File: src/sv/flow_delivery_detector_top_defines.svh
// ----------------------------------------------------------------------------
// Flow delivery detector assertion macros
// Shared concurrent assertion shorthands for the delivery detector.
// ----------------------------------------------------------------------------
`ifndef FLOW_DELIVERY_DETECTOR_TOP_DEFINES_SVH
`define FLOW_DELIVERY_DETECTOR_TOP_DEFINES_SVH

// Same-cycle implication, sampled on clk_i and quiet during reset.
`define FDD_ASSERT_IMP(lbl, ante, cons) \
  lbl: assert property (@(posedge clk_i) disable iff (!rst_ni) (ante) |-> (cons)) \
    else $error("fdd: same-cycle check failed");

// Next-cycle implication, sampled on clk_i and quiet during reset.
`define FDD_ASSERT_NXT(lbl, ante, cons) \
  lbl: assert property (@(posedge clk_i) disable iff (!rst_ni) (ante) |=> (cons)) \
    else $error("fdd: next-cycle check failed");

`endif

File: src/sv/fdd_pkg.sv
// ----------------------------------------------------------------------------
// Flow delivery detector package
// Widths, reset values, register indexes and divider constants.
// ----------------------------------------------------------------------------
package fdd_pkg;

  // Field widths.
  localparam int FLOW_W     = 16;
  localparam int TIME_W     = 32;
  localparam int ACC_W      = 48;
  localparam int ML_W       = 32;
  localparam int DUR_W      = 23;
  localparam int DELAY_W    = 12;
  localparam int DELAY_MS_W = 22;
  localparam int CFG_W      = 16;
  localparam int CFG_IDX_W  = 2;

  // Default clamp on the time between samples, in ms.
  localparam int DT_CLAMP_MS = 1000;

  // Configuration reset values.
  localparam logic signed [FLOW_W-1:0]   START_THR_RST   = 16'sd100;
  localparam logic signed [FLOW_W-1:0]   END_THR_RST     = 16'sd50;
  localparam logic [DELAY_MS_W-1:0]      END_DELAY_MS_RST = 22'd10000;
  localparam logic [DELAY_MS_W-1:0]      MS_PER_S        = 22'd1000;

  // Register indexes on the configuration port.
  typedef enum logic [CFG_IDX_W-1:0] {
    CFG_START_THR = 2'd0,
    CFG_END_THR   = 2'd1,
    CFG_END_DELAY = 2'd2
  } cfg_idx_e;

  // Millilitres are floor(acc / 12000). At or above 12000 * 2^32 the result
  // saturates. Below that, acc >> 5 fits 41 bits and is divided by 375 as a
  // 25-bit high part and a 16-bit low part, each by a reciprocal multiply.
  localparam logic [ACC_W-1:0] ML_SAT_LIMIT = 48'd51539607552000;
  localparam int               DIV_IN_W     = 25;
  localparam int               DIV_M_W      = 26;
  localparam int               DIV_P_W      = DIV_IN_W + DIV_M_W;
  localparam logic [DIV_M_W-1:0] DIV375_M   = 26'd45812985;
  localparam int               DIV375_SH    = 34;
  localparam logic [DIV_IN_W-1:0] DIV_K     = 25'd375;
  localparam int               REM_W        = 9;
  localparam int               LO_W         = 16;
  localparam int               Q1_W         = 17;

  // Seconds are floor(ms / 1000) by reciprocal multiply, exact for 32 bits.
  localparam int               DUR_M_W      = 29;
  localparam logic [DUR_M_W-1:0] DUR_M      = 29'd274877907;
  localparam int               DUR_SH       = 38;
  localparam int               DUR_P_W      = TIME_W + DUR_M_W;

endpackage

File: src/sv/flow_delivery_detector_top.sv
// A result item is registered in stages A to G in turn after the edge that
// accepts its input item, and may wait on out_ready_i behind earlier results.
// Throughput: one item per cycle unless out_ready_i holds the output back;
// a 7-stage pipeline whose stages fill independently, with the delivery
// state updated in the third stage. Reset clears control state (not stage
// data) and restores the configuration defaults at once; no clearing pass.
// ----------------------------------------------------------------------------
// Flow delivery detector
// Finds deliveries in timestamped flow samples, integrates their volume and
// reports live and completed delivery figures for every sample.
// ----------------------------------------------------------------------------
`include "flow_delivery_detector_top_defines.svh"

module flow_delivery_detector_top #(
  parameter int DtClampMs = fdd_pkg::DT_CLAMP_MS
) (
  input  logic                               clk_i,
  input  logic                               rst_ni,
  // Configuration write port.
  input  logic                               cfg_we_i,
  input  logic [fdd_pkg::CFG_IDX_W-1:0]      cfg_idx_i,
  input  logic [fdd_pkg::CFG_W-1:0]          cfg_data_i,
  // Sample input channel.
  input  logic                               in_valid_i,
  output logic                               in_ready_o,
  input  logic [fdd_pkg::TIME_W-1:0]         now_ms_i,
  input  logic signed [fdd_pkg::FLOW_W-1:0]  flow_rate_i,
  // Result output channel.
  output logic                               out_valid_o,
  input  logic                               out_ready_i,
  output logic [1:0]                         mode_o,
  output logic [fdd_pkg::ML_W-1:0]           live_volume_ml_o,
  output logic [fdd_pkg::DUR_W-1:0]          live_duration_s_o,
  output logic                               delivery_done_o,
  output logic [fdd_pkg::TIME_W-1:0]         delivery_id_o,
  output logic [fdd_pkg::DUR_W-1:0]          record_duration_s_o,
  output logic [fdd_pkg::ML_W-1:0]           record_volume_ml_o
);

  localparam int DtW    = $clog2(DtClampMs + 1);
  localparam int IncW   = fdd_pkg::FLOW_W + DtW;
  localparam int NumStg = 7;
  localparam int StgC   = 2;

  typedef enum logic [1:0] {
    PH_IDLE  = 2'd0,
    PH_DELIV = 2'd1,
    PH_DONE  = 2'd2
  } phase_e;

  // --------------------------------------------------------------------------
  // Configuration registers.
  // --------------------------------------------------------------------------
  logic signed [fdd_pkg::FLOW_W-1:0]   start_thr_q;
  logic signed [fdd_pkg::FLOW_W-1:0]   end_thr_q;
  logic [fdd_pkg::DELAY_MS_W-1:0]      end_delay_ms_q;

  // The end delay is kept in ms so the countdown needs no multiply.
  always_ff @(posedge clk_i or negedge rst_ni) begin
    if (!rst_ni) begin
      start_thr_q    <= fdd_pkg::START_THR_RST;
      end_thr_q      <= fdd_pkg::END_THR_RST;
      end_delay_ms_q <= fdd_pkg::END_DELAY_MS_RST;
    end else if (cfg_we_i) begin
      unique case (fdd_pkg::cfg_idx_e'(cfg_idx_i))
        fdd_pkg::CFG_START_THR: start_thr_q <= cfg_data_i;
        fdd_pkg::CFG_END_THR:   end_thr_q   <= cfg_data_i;
        fdd_pkg::CFG_END_DELAY: begin
          end_delay_ms_q <= fdd_pkg::DELAY_MS_W'(cfg_data_i[fdd_pkg::DELAY_W-1:0])
                            * fdd_pkg::MS_PER_S;
        end
        default: ;
      endcase
    end
  end

  // --------------------------------------------------------------------------
  // Pipeline flow control: a stage loads when it is empty or its item leaves.
  // --------------------------------------------------------------------------
  logic [NumStg-1:0] vld_q;
  logic [NumStg-1:0] ld_ok;
  logic [NumStg-1:0] mv;

  always_comb begin
    ld_ok[NumStg-1] = !vld_q[NumStg-1] || out_ready_i;
    for (int k = NumStg - 2; k >= 0; k--) begin
      ld_ok[k] = !vld_q[k] || ld_ok[k+1];
    end
    mv[0] = ld_ok[0] && in_valid_i;
    for (int k = 1; k < NumStg; k++) begin
      mv[k] = ld_ok[k] && vld_q[k-1];
    end
  end

  always_ff @(posedge clk_i or negedge rst_ni) begin
    if (!rst_ni) begin
      vld_q <= '0;
    end else begin
      if (ld_ok[0]) begin
        vld_q[0] <= in_valid_i;
      end
      for (int k = 1; k < NumStg; k++) begin
        if (ld_ok[k]) begin
          vld_q[k] <= vld_q[k-1];
        end
      end
    end
  end

  assign in_ready_o  = ld_ok[0];
  assign out_valid_o = vld_q[NumStg-1];

  // --------------------------------------------------------------------------
  // Stage A: time step and flow sum against the previous item, threshold tests.
  // --------------------------------------------------------------------------
  logic [fdd_pkg::TIME_W-1:0]          last_sample_q;
  logic signed [fdd_pkg::FLOW_W-1:0]   prev_flow_q;
  logic [fdd_pkg::TIME_W-1:0]          a_now_q;
  logic [DtW-1:0]                      a_dt_q;
  logic signed [fdd_pkg::FLOW_W:0]     a_sum_q;
  logic                                a_start_hit_q;
  logic                                a_end_low_q;
  logic [fdd_pkg::TIME_W-1:0]          dt_raw;
  logic [DtW-1:0]                      dt_clamped;

  assign dt_raw     = now_ms_i - last_sample_q;
  assign dt_clamped = (dt_raw > fdd_pkg::TIME_W'(DtClampMs)) ? DtW'(DtClampMs)
                                                             : dt_raw[DtW-1:0];

  // The previous time and flow advance on every item, whatever the phase.
  always_ff @(posedge clk_i or negedge rst_ni) begin
    if (!rst_ni) begin
      last_sample_q <= '0;
      prev_flow_q   <= '0;
    end else if (mv[0]) begin
      last_sample_q <= now_ms_i;
      prev_flow_q   <= flow_rate_i;
    end
  end

  always_ff @(posedge clk_i) begin
    if (mv[0]) begin
      a_now_q       <= now_ms_i;
      a_dt_q        <= dt_clamped;
      a_sum_q       <= (fdd_pkg::FLOW_W+1)'(flow_rate_i) + (fdd_pkg::FLOW_W+1)'(prev_flow_q);
      a_start_hit_q <= flow_rate_i > start_thr_q;
      a_end_low_q   <= flow_rate_i < end_thr_q;
    end
  end

  // --------------------------------------------------------------------------
  // Stage B: trapezoid increment, kept only when the flow sum is positive.
  // --------------------------------------------------------------------------
  logic [fdd_pkg::TIME_W-1:0] b_now_q;
  logic [IncW-1:0]            b_inc_q;
  logic                       b_start_hit_q;
  logic                       b_end_low_q;
  logic                       sum_pos;

  assign sum_pos = !a_sum_q[fdd_pkg::FLOW_W] && (a_sum_q != '0);

  always_ff @(posedge clk_i) begin
    if (mv[1]) begin
      b_now_q       <= a_now_q;
      b_inc_q       <= sum_pos ? IncW'(a_sum_q[fdd_pkg::FLOW_W-1:0]) * IncW'(a_dt_q)
                               : '0;
      b_start_hit_q <= a_start_hit_q;
      b_end_low_q   <= a_end_low_q;
    end
  end

  // --------------------------------------------------------------------------
  // Stage C: delivery state machine and saturating volume accumulator.
  // --------------------------------------------------------------------------
  phase_e                       phase_q, phase_d;
  logic [fdd_pkg::TIME_W-1:0]   start_q, start_d;
  logic [fdd_pkg::TIME_W-1:0]   low_since_q, low_since_d;
  logic                         low_act_q, low_act_d;
  logic [fdd_pkg::ACC_W-1:0]    acc_q, acc_d;
  logic [fdd_pkg::TIME_W-1:0]   count_q, count_d;
  logic                         done_d;
  logic                         c_done_q;
  logic [fdd_pkg::TIME_W-1:0]   c_diff_q;
  logic [fdd_pkg::ACC_W:0]      acc_sum;
  logic [fdd_pkg::TIME_W-1:0]   low_elapsed;

  assign acc_sum     = {1'b0, acc_q} + (fdd_pkg::ACC_W+1)'(b_inc_q);
  assign low_elapsed = b_now_q - low_since_q;

  always_comb begin
    phase_d     = phase_q;
    start_d     = start_q;
    low_since_d = low_since_q;
    low_act_d   = low_act_q;
    acc_d       = acc_q;
    count_d     = count_q;
    done_d      = 1'b0;
    unique case (phase_q)
      PH_IDLE: begin
        if (b_start_hit_q) begin
          phase_d   = PH_DELIV;
          acc_d     = '0;
          start_d   = b_now_q;
          low_act_d = 1'b0;
        end
      end
      PH_DELIV: begin
        acc_d = acc_sum[fdd_pkg::ACC_W] ? '1 : acc_sum[fdd_pkg::ACC_W-1:0];
        if (b_end_low_q) begin
          // The first low sample arms the countdown; later ones test it.
          if (!low_act_q) begin
            low_act_d   = 1'b1;
            low_since_d = b_now_q;
          end else if (low_elapsed >= fdd_pkg::TIME_W'(end_delay_ms_q)) begin
            count_d   = count_q + 1'b1;
            phase_d   = PH_DONE;
            low_act_d = 1'b0;
            done_d    = 1'b1;
          end
        end else begin
          low_act_d = 1'b0;
        end
      end
      PH_DONE: phase_d = PH_IDLE;
      default: phase_d = PH_IDLE;
    endcase
  end

  always_ff @(posedge clk_i or negedge rst_ni) begin
    if (!rst_ni) begin
      phase_q     <= PH_IDLE;
      start_q     <= '0;
      low_since_q <= '0;
      low_act_q   <= 1'b0;
      acc_q       <= '0;
      count_q     <= '0;
    end else if (mv[StgC]) begin
      phase_q     <= phase_d;
      start_q     <= start_d;
      low_since_q <= low_since_d;
      low_act_q   <= low_act_d;
      acc_q       <= acc_d;
      count_q     <= count_d;
    end
  end

  always_ff @(posedge clk_i) begin
    if (mv[StgC]) begin
      c_done_q <= done_d;
      c_diff_q <= b_now_q - start_d;
    end
  end

  // --------------------------------------------------------------------------
  // Stage D: saturation test, high-half reciprocal and seconds reciprocal.
  // --------------------------------------------------------------------------
  phase_e                            d_phase_q;
  logic                              d_done_q;
  logic [fdd_pkg::TIME_W-1:0]        d_count_q;
  logic                              d_sat_q;
  logic [fdd_pkg::DIV_IN_W-1:0]      d_hi_q;
  logic [fdd_pkg::LO_W-1:0]          d_lo_q;
  logic [fdd_pkg::DIV_P_W-1:0]       d_p1_q;
  logic [fdd_pkg::DUR_P_W-1:0]       d_pd_q;

  always_ff @(posedge clk_i) begin
    if (mv[3]) begin
      d_phase_q <= phase_q;
      d_done_q  <= c_done_q;
      d_count_q <= count_q;
      d_sat_q   <= acc_q >= fdd_pkg::ML_SAT_LIMIT;
      d_hi_q    <= acc_q[45:21];
      d_lo_q    <= acc_q[20:5];
      d_p1_q    <= fdd_pkg::DIV_P_W'(acc_q[45:21]) * fdd_pkg::DIV_P_W'(fdd_pkg::DIV375_M);
      d_pd_q    <= fdd_pkg::DUR_P_W'(c_diff_q) * fdd_pkg::DUR_P_W'(fdd_pkg::DUR_M);
    end
  end

  // --------------------------------------------------------------------------
  // Stage E: high quotient, its remainder and the elapsed seconds.
  // --------------------------------------------------------------------------
  phase_e                         e_phase_q;
  logic                           e_done_q;
  logic [fdd_pkg::TIME_W-1:0]     e_count_q;
  logic                           e_sat_q;
  logic [fdd_pkg::LO_W-1:0]       e_lo_q;
  logic [fdd_pkg::Q1_W-1:0]       e_q1_q;
  logic [fdd_pkg::REM_W-1:0]      e_r1_q;
  logic [fdd_pkg::DUR_W-1:0]      e_dur_q;
  logic [fdd_pkg::Q1_W-1:0]       q1;
  logic [fdd_pkg::DIV_IN_W-1:0]   r1_full;

  assign q1      = d_p1_q[fdd_pkg::DIV375_SH +: fdd_pkg::Q1_W];
  assign r1_full = d_hi_q - fdd_pkg::DIV_IN_W'(q1) * fdd_pkg::DIV_K;

  always_ff @(posedge clk_i) begin
    if (mv[4]) begin
      e_phase_q <= d_phase_q;
      e_done_q  <= d_done_q;
      e_count_q <= d_count_q;
      e_sat_q   <= d_sat_q;
      e_lo_q    <= d_lo_q;
      e_q1_q    <= q1;
      e_r1_q    <= r1_full[fdd_pkg::REM_W-1:0];
      e_dur_q   <= d_pd_q[fdd_pkg::DUR_SH +: fdd_pkg::DUR_W];
    end
  end

  // --------------------------------------------------------------------------
  // Stage F: reciprocal of the remainder joined with the low half.
  // --------------------------------------------------------------------------
  phase_e                         f_phase_q;
  logic                           f_done_q;
  logic [fdd_pkg::TIME_W-1:0]     f_count_q;
  logic                           f_sat_q;
  logic [fdd_pkg::Q1_W-1:0]       f_q1_q;
  logic [fdd_pkg::DIV_P_W-1:0]    f_p2_q;
  logic [fdd_pkg::DUR_W-1:0]      f_dur_q;

  always_ff @(posedge clk_i) begin
    if (mv[5]) begin
      f_phase_q <= e_phase_q;
      f_done_q  <= e_done_q;
      f_count_q <= e_count_q;
      f_sat_q   <= e_sat_q;
      f_q1_q    <= e_q1_q;
      f_p2_q    <= fdd_pkg::DIV_P_W'({e_r1_q, e_lo_q}) * fdd_pkg::DIV_P_W'(fdd_pkg::DIV375_M);
      f_dur_q   <= e_dur_q;
    end
  end

  // --------------------------------------------------------------------------
  // Stage G: result register; the record fields hold the last completion.
  // --------------------------------------------------------------------------
  phase_e                       out_mode_q;
  logic [fdd_pkg::ML_W-1:0]     out_live_vol_q;
  logic [fdd_pkg::DUR_W-1:0]    out_live_dur_q;
  logic                         out_done_q;
  logic [fdd_pkg::TIME_W-1:0]   out_id_q;
  logic [fdd_pkg::DUR_W-1:0]    out_rec_dur_q;
  logic [fdd_pkg::ML_W-1:0]     out_rec_vol_q;
  logic [fdd_pkg::ML_W-1:0]     ml;

  // Below the saturation limit the high quotient fits 16 bits.
  assign ml = f_sat_q ? '1
                      : {f_q1_q[fdd_pkg::LO_W-1:0],
                         f_p2_q[fdd_pkg::DIV375_SH +: fdd_pkg::LO_W]};

  always_ff @(posedge clk_i) begin
    if (mv[6]) begin
      out_mode_q     <= f_phase_q;
      out_live_vol_q <= (f_phase_q == PH_DELIV) ? ml : '0;
      out_live_dur_q <= (f_phase_q == PH_DELIV) ? f_dur_q : '0;
      out_done_q     <= f_done_q;
      out_id_q       <= f_count_q;
    end
  end

  always_ff @(posedge clk_i or negedge rst_ni) begin
    if (!rst_ni) begin
      out_rec_dur_q <= '0;
      out_rec_vol_q <= '0;
    end else if (mv[6] && f_done_q) begin
      out_rec_dur_q <= f_dur_q;
      out_rec_vol_q <= ml;
    end
  end

  assign mode_o              = out_mode_q;
  assign live_volume_ml_o    = out_live_vol_q;
  assign live_duration_s_o   = out_live_dur_q;
  assign delivery_done_o     = out_done_q;
  assign delivery_id_o       = out_id_q;
  assign record_duration_s_o = out_rec_dur_q;
  assign record_volume_ml_o  = out_rec_vol_q;

  // --------------------------------------------------------------------------
  // Assertions.
  // --------------------------------------------------------------------------
  `FDD_ASSERT_IMP(a_done_mode, out_valid_o && delivery_done_o, out_mode_q == PH_DONE)
  `FDD_ASSERT_IMP(a_live_zero, out_valid_o && (out_mode_q != PH_DELIV),
                  (live_volume_ml_o == '0) && (live_duration_s_o == '0))
  `FDD_ASSERT_IMP(a_idle_unarmed, phase_q != PH_DELIV, !low_act_q)
  `FDD_ASSERT_NXT(a_done_count, mv[StgC] && done_d, count_q == $past(count_q) + 1'b1)

endmodule
File: config.mk
export PLATFORM = sky130hd
export DESIGN_NAME = flow_delivery_detector_top
export DESIGN_NICKNAME = d
export VERILOG_FILES = /design/src/sv/fdd_pkg.sv /design/src/sv/flow_delivery_detector_top.sv
export VERILOG_INCLUDE_DIRS = /design/src /design/src/sv
export SDC_FILE = /design/constraint.sdc
export NUM_CORES = 2
export LEC_CHECK = 0
export BUFFER_PORTS_ARGS = -buffer_cell sky130_fd_sc_hd__buf_2
export CAP_MARGIN = 5
export CELL_PAD_IN_SITES_DETAIL_PLACEMENT = 0
export CELL_PAD_IN_SITES_GLOBAL_PLACEMENT = 1
export CORE_ASPECT_RATIO = 1.1
export CORE_MARGIN = 2
export CORE_UTILIZATION = 35
export DETAILED_ROUTE_END_ITERATION = 8
export PLACE_DENSITY = 0.66
export SYNTH_ARGS = -nofsm -noshare
export SYNTH_HDL_FRONTEND = slang
export SYNTH_SLANG_ARGS = --single-unit
File: constraint.sdc
create_clock -name clk_i -period 22.2 [get_ports clk_i]
set_input_delay 4.44 -clock clk_i [delete_from_list [all_inputs] [get_ports clk_i]]
set_output_delay 4.44 -clock clk_i [all_outputs]
set_load 0.02 [all_outputs]
==> results_dict.tcl <==
set metrics [dict create \
    outcome "complete, no violations" \
    ys.flop_type "edfxtp_1" \
    endpoint_kind "output pin" \
    clock-root-buffer "clkbuf_16" \
    viasPerCell 4.71 \
    yosys-top-cells-count "inv_1, ha_1, fa_1, edfxtp_1, nand2_1" \
    drive_above_1_share_pct 7.15 \
    fin_crit_ps 10440 \
    crit_chain "buf_2 > nor2b_1 > nand3_1 > nor2_1 > nand4_1 > buf_2" \
    pin_count 218 \
    worstHoldPathType "flip-flop to flip-flop" \
    totalWireLength_um 179000 \
    initial_utilization_pct 35.2 \
    die_h_um 504 \
    ys_ff_latch 843 \
    syn_area_um2 79600 \
    clk_latency_ps 720 \
    rsz0062_at_grt "no" \
    routedWlPerCell_um 17.1 \
    slew_violations 0 \
    setup_violations 0 \
    path_clk_slew_ps 60 \
    routabilityCongestion 0.885 \
    syn-num-nets 9471 \
    yosysUniqueCellTypes 73 \
    antenna_found_initial 4 \
    dr.pass1.iters 6 \
    synth_top_area_share_pct 24.3 \
    synth_edf_count 535 \
    worst_slew_pin_slew_ps 1280 \
    io_buffer_count 217 \
    holdBufCountCts 0 \
    grt_pass1_vias 53662 \
    skew_ps 23.9 \
    final_nets 9705 \
    grt.overflow.total 0 \
    synth_top_cell_by_area "fa_1" \
    crit_arrival_ps 6000 \
    slew_headroom_pct 14.8 \
    crit_fanout 5 \
    clock_sinks 843 \
    vias 49347 \
    ys_async_sr_fraction_pct 36.5 \
    max_freq_mhz 95.8 \
    cpPeakStageDelay_ps 450 \
    grt_pass1_wl_um 294000 \
    cts_resized 0 \
    timing_worst_setup_path_type "input port to output pin" \
    cp_slowest_cell "nor2b_1" \
    drcViolationCount 0 \
    die-area_um2 231000 \
    drt_iter0_drc 2237 \
    cts-buffers-inserted 92 \
    cp.required_ps 17760 \
    start_kind "input port" \
    dp_hpwl_um 146000 \
    grt_max_degree 101 \
    synth.area.top_cells "fa_1, edfxtp_1, ha_1" \
    timing.final.crit_share_pct 47.0 \
    cts_tree "done" \
    grt_usage_pct 15.9 \
    antenna_left 0 \
    postCtsSetupRepairBufs 0 \
    ys_seq_area_share_pct 29.9 \
    yosys_warnings 0 \
    row_count 183 \
    h-tree-depth 3 \
    core_um2 226000 \
    syn-instance-count 7200 \
    yosysMostFrequentCell "inv_1" \
    tns_ps 0 \
    max-cap-violations 0 \
    report.final.hold_viol_count 0 \
    avgSynthCellArea_um2 11.1 \
    die_w_um 459 \
    areaGrowthSynthToFinish_pct 9.94 \
    crit_top_cell "buf_2" \
    cts_buffer_depth 3 \
]
-- worst paths after layout --
check / from / endpoint / slack, ps / cells past startpoint
max: out_ready_i / in_ready_o / 11760 / 6
min: e_dur_q[17] / f_dur_q[17] / 410 / 0
max reg2reg: c_diff_q[13] / d_pd_q[55] / 13450 / 25
min reg2reg: e_dur_q[17] / f_dur_q[17] / 410 / 0
max in group asynchronous: rst_ni / last_sample_q[12] / 16170 / 3
min in group asynchronous: rst_ni / record_volume_ml_o[4] / 3680 / 1
-- registers in the layout, indices dropped and copies added, names as in the netlist, 17 cells and up --
name,cells
count_q,32
e_count_q,32
live_volume_ml_o,32
end_delay_ms_q,19
last_sample_q,32
e_dur_q,23
delivery_id_o,32
record_duration_s_o,23
live_duration_s_o,23
acc_q,48
f_count_q,32
b_now_q,32
d_count_q,32
a_now_q,32
low_since_q,32
b_inc_q,26
a_sum_q,17
c_diff_q,32
start_q,32
d_pd_q,23
record_volume_ml_o,32
f_dur_q,23
-- cells in the final DEF, fill, tap and decap left out, types with 50 or more instances in the layout --
cell type	synthesis	final
o21ai_0	252	252
ha_1	1235	1235
nor2_1	247	247
a21oi_1	225	225
mux2_2	89	89
xor2_1	71	71
dfrtp_1	297	297
a21o_1	101	101
nand2_1	402	400
inv_1	1675	1674
and2_1	100	98
nand4_1	50	50
buf_2	2	216
nand3_1	60	60
nor3_1	63	63
xnor2_1	165	165
clkbuf_16	0	92
edfxtp_1	535	535
fa_1	965	965
-- critical path, delay by kind of cell --
kind	cells	cell delay, ps
simple gates	4	1230
buf+inv	2	330
-- layout make-up --
class	count	area [um^2]
clock buffer	119	2500
sequential	843	23800
tap	2960	3700
timing repair buffer	253	1370
antenna	1	2.50
inverter	1675	6290
fill	21990	138000
clock inverter	55	678
multi-input combinational	4569	49200
-- cells by family (layout without fill, tap and decap cells) --
logic type	Yosys count	count (layout)	share of synthesized area, %
muxes	126	126	1.72
and+or+nand+nor	1143	1143	6.88
other	0	1	0
xor gates and xnor gates	236	236	2.60
AOI/OAI and AO/OA	863	863	6.79
adders and majority gates	2201	2201	43.7
DFF	843	843	29.9
buffers and inverters	1788	2102	8.43
-- metal layers --
layer  global-route usage (%)  part of all wire [%]
met4                     2.71                   1.4
met3                     2.02                   3.5
met5                        0                0.0062
met2                     26.6                    47
met1                     22.1                    48
-- per-stage QoR --
| step | hold WS, ps | setup WS, ps | area, um^2 | util [%] | cells |
|---|---|---|---|---|---|
| floorplan | 400 | 12050 | 79600 | - | 7200 |
| global placement | 400 | 11820 | 84300 | 37.3 | 10300 |
| detailed placement | 405 | 11790 | 84300 | 37.3 | 10300 |
| CTS | 406 | 11770 | 87500 | 38.7 | 10474 |
| global route | 415 | 11630 | 87500 | 38.7 | 10475 |
| finish | 412 | 11760 | 87500 | 38.7 | 10475 |
Power is left out: the tool's default activity adds up to more than one toggle a clock period on the data nets, which glitch-free logic cannot reach.
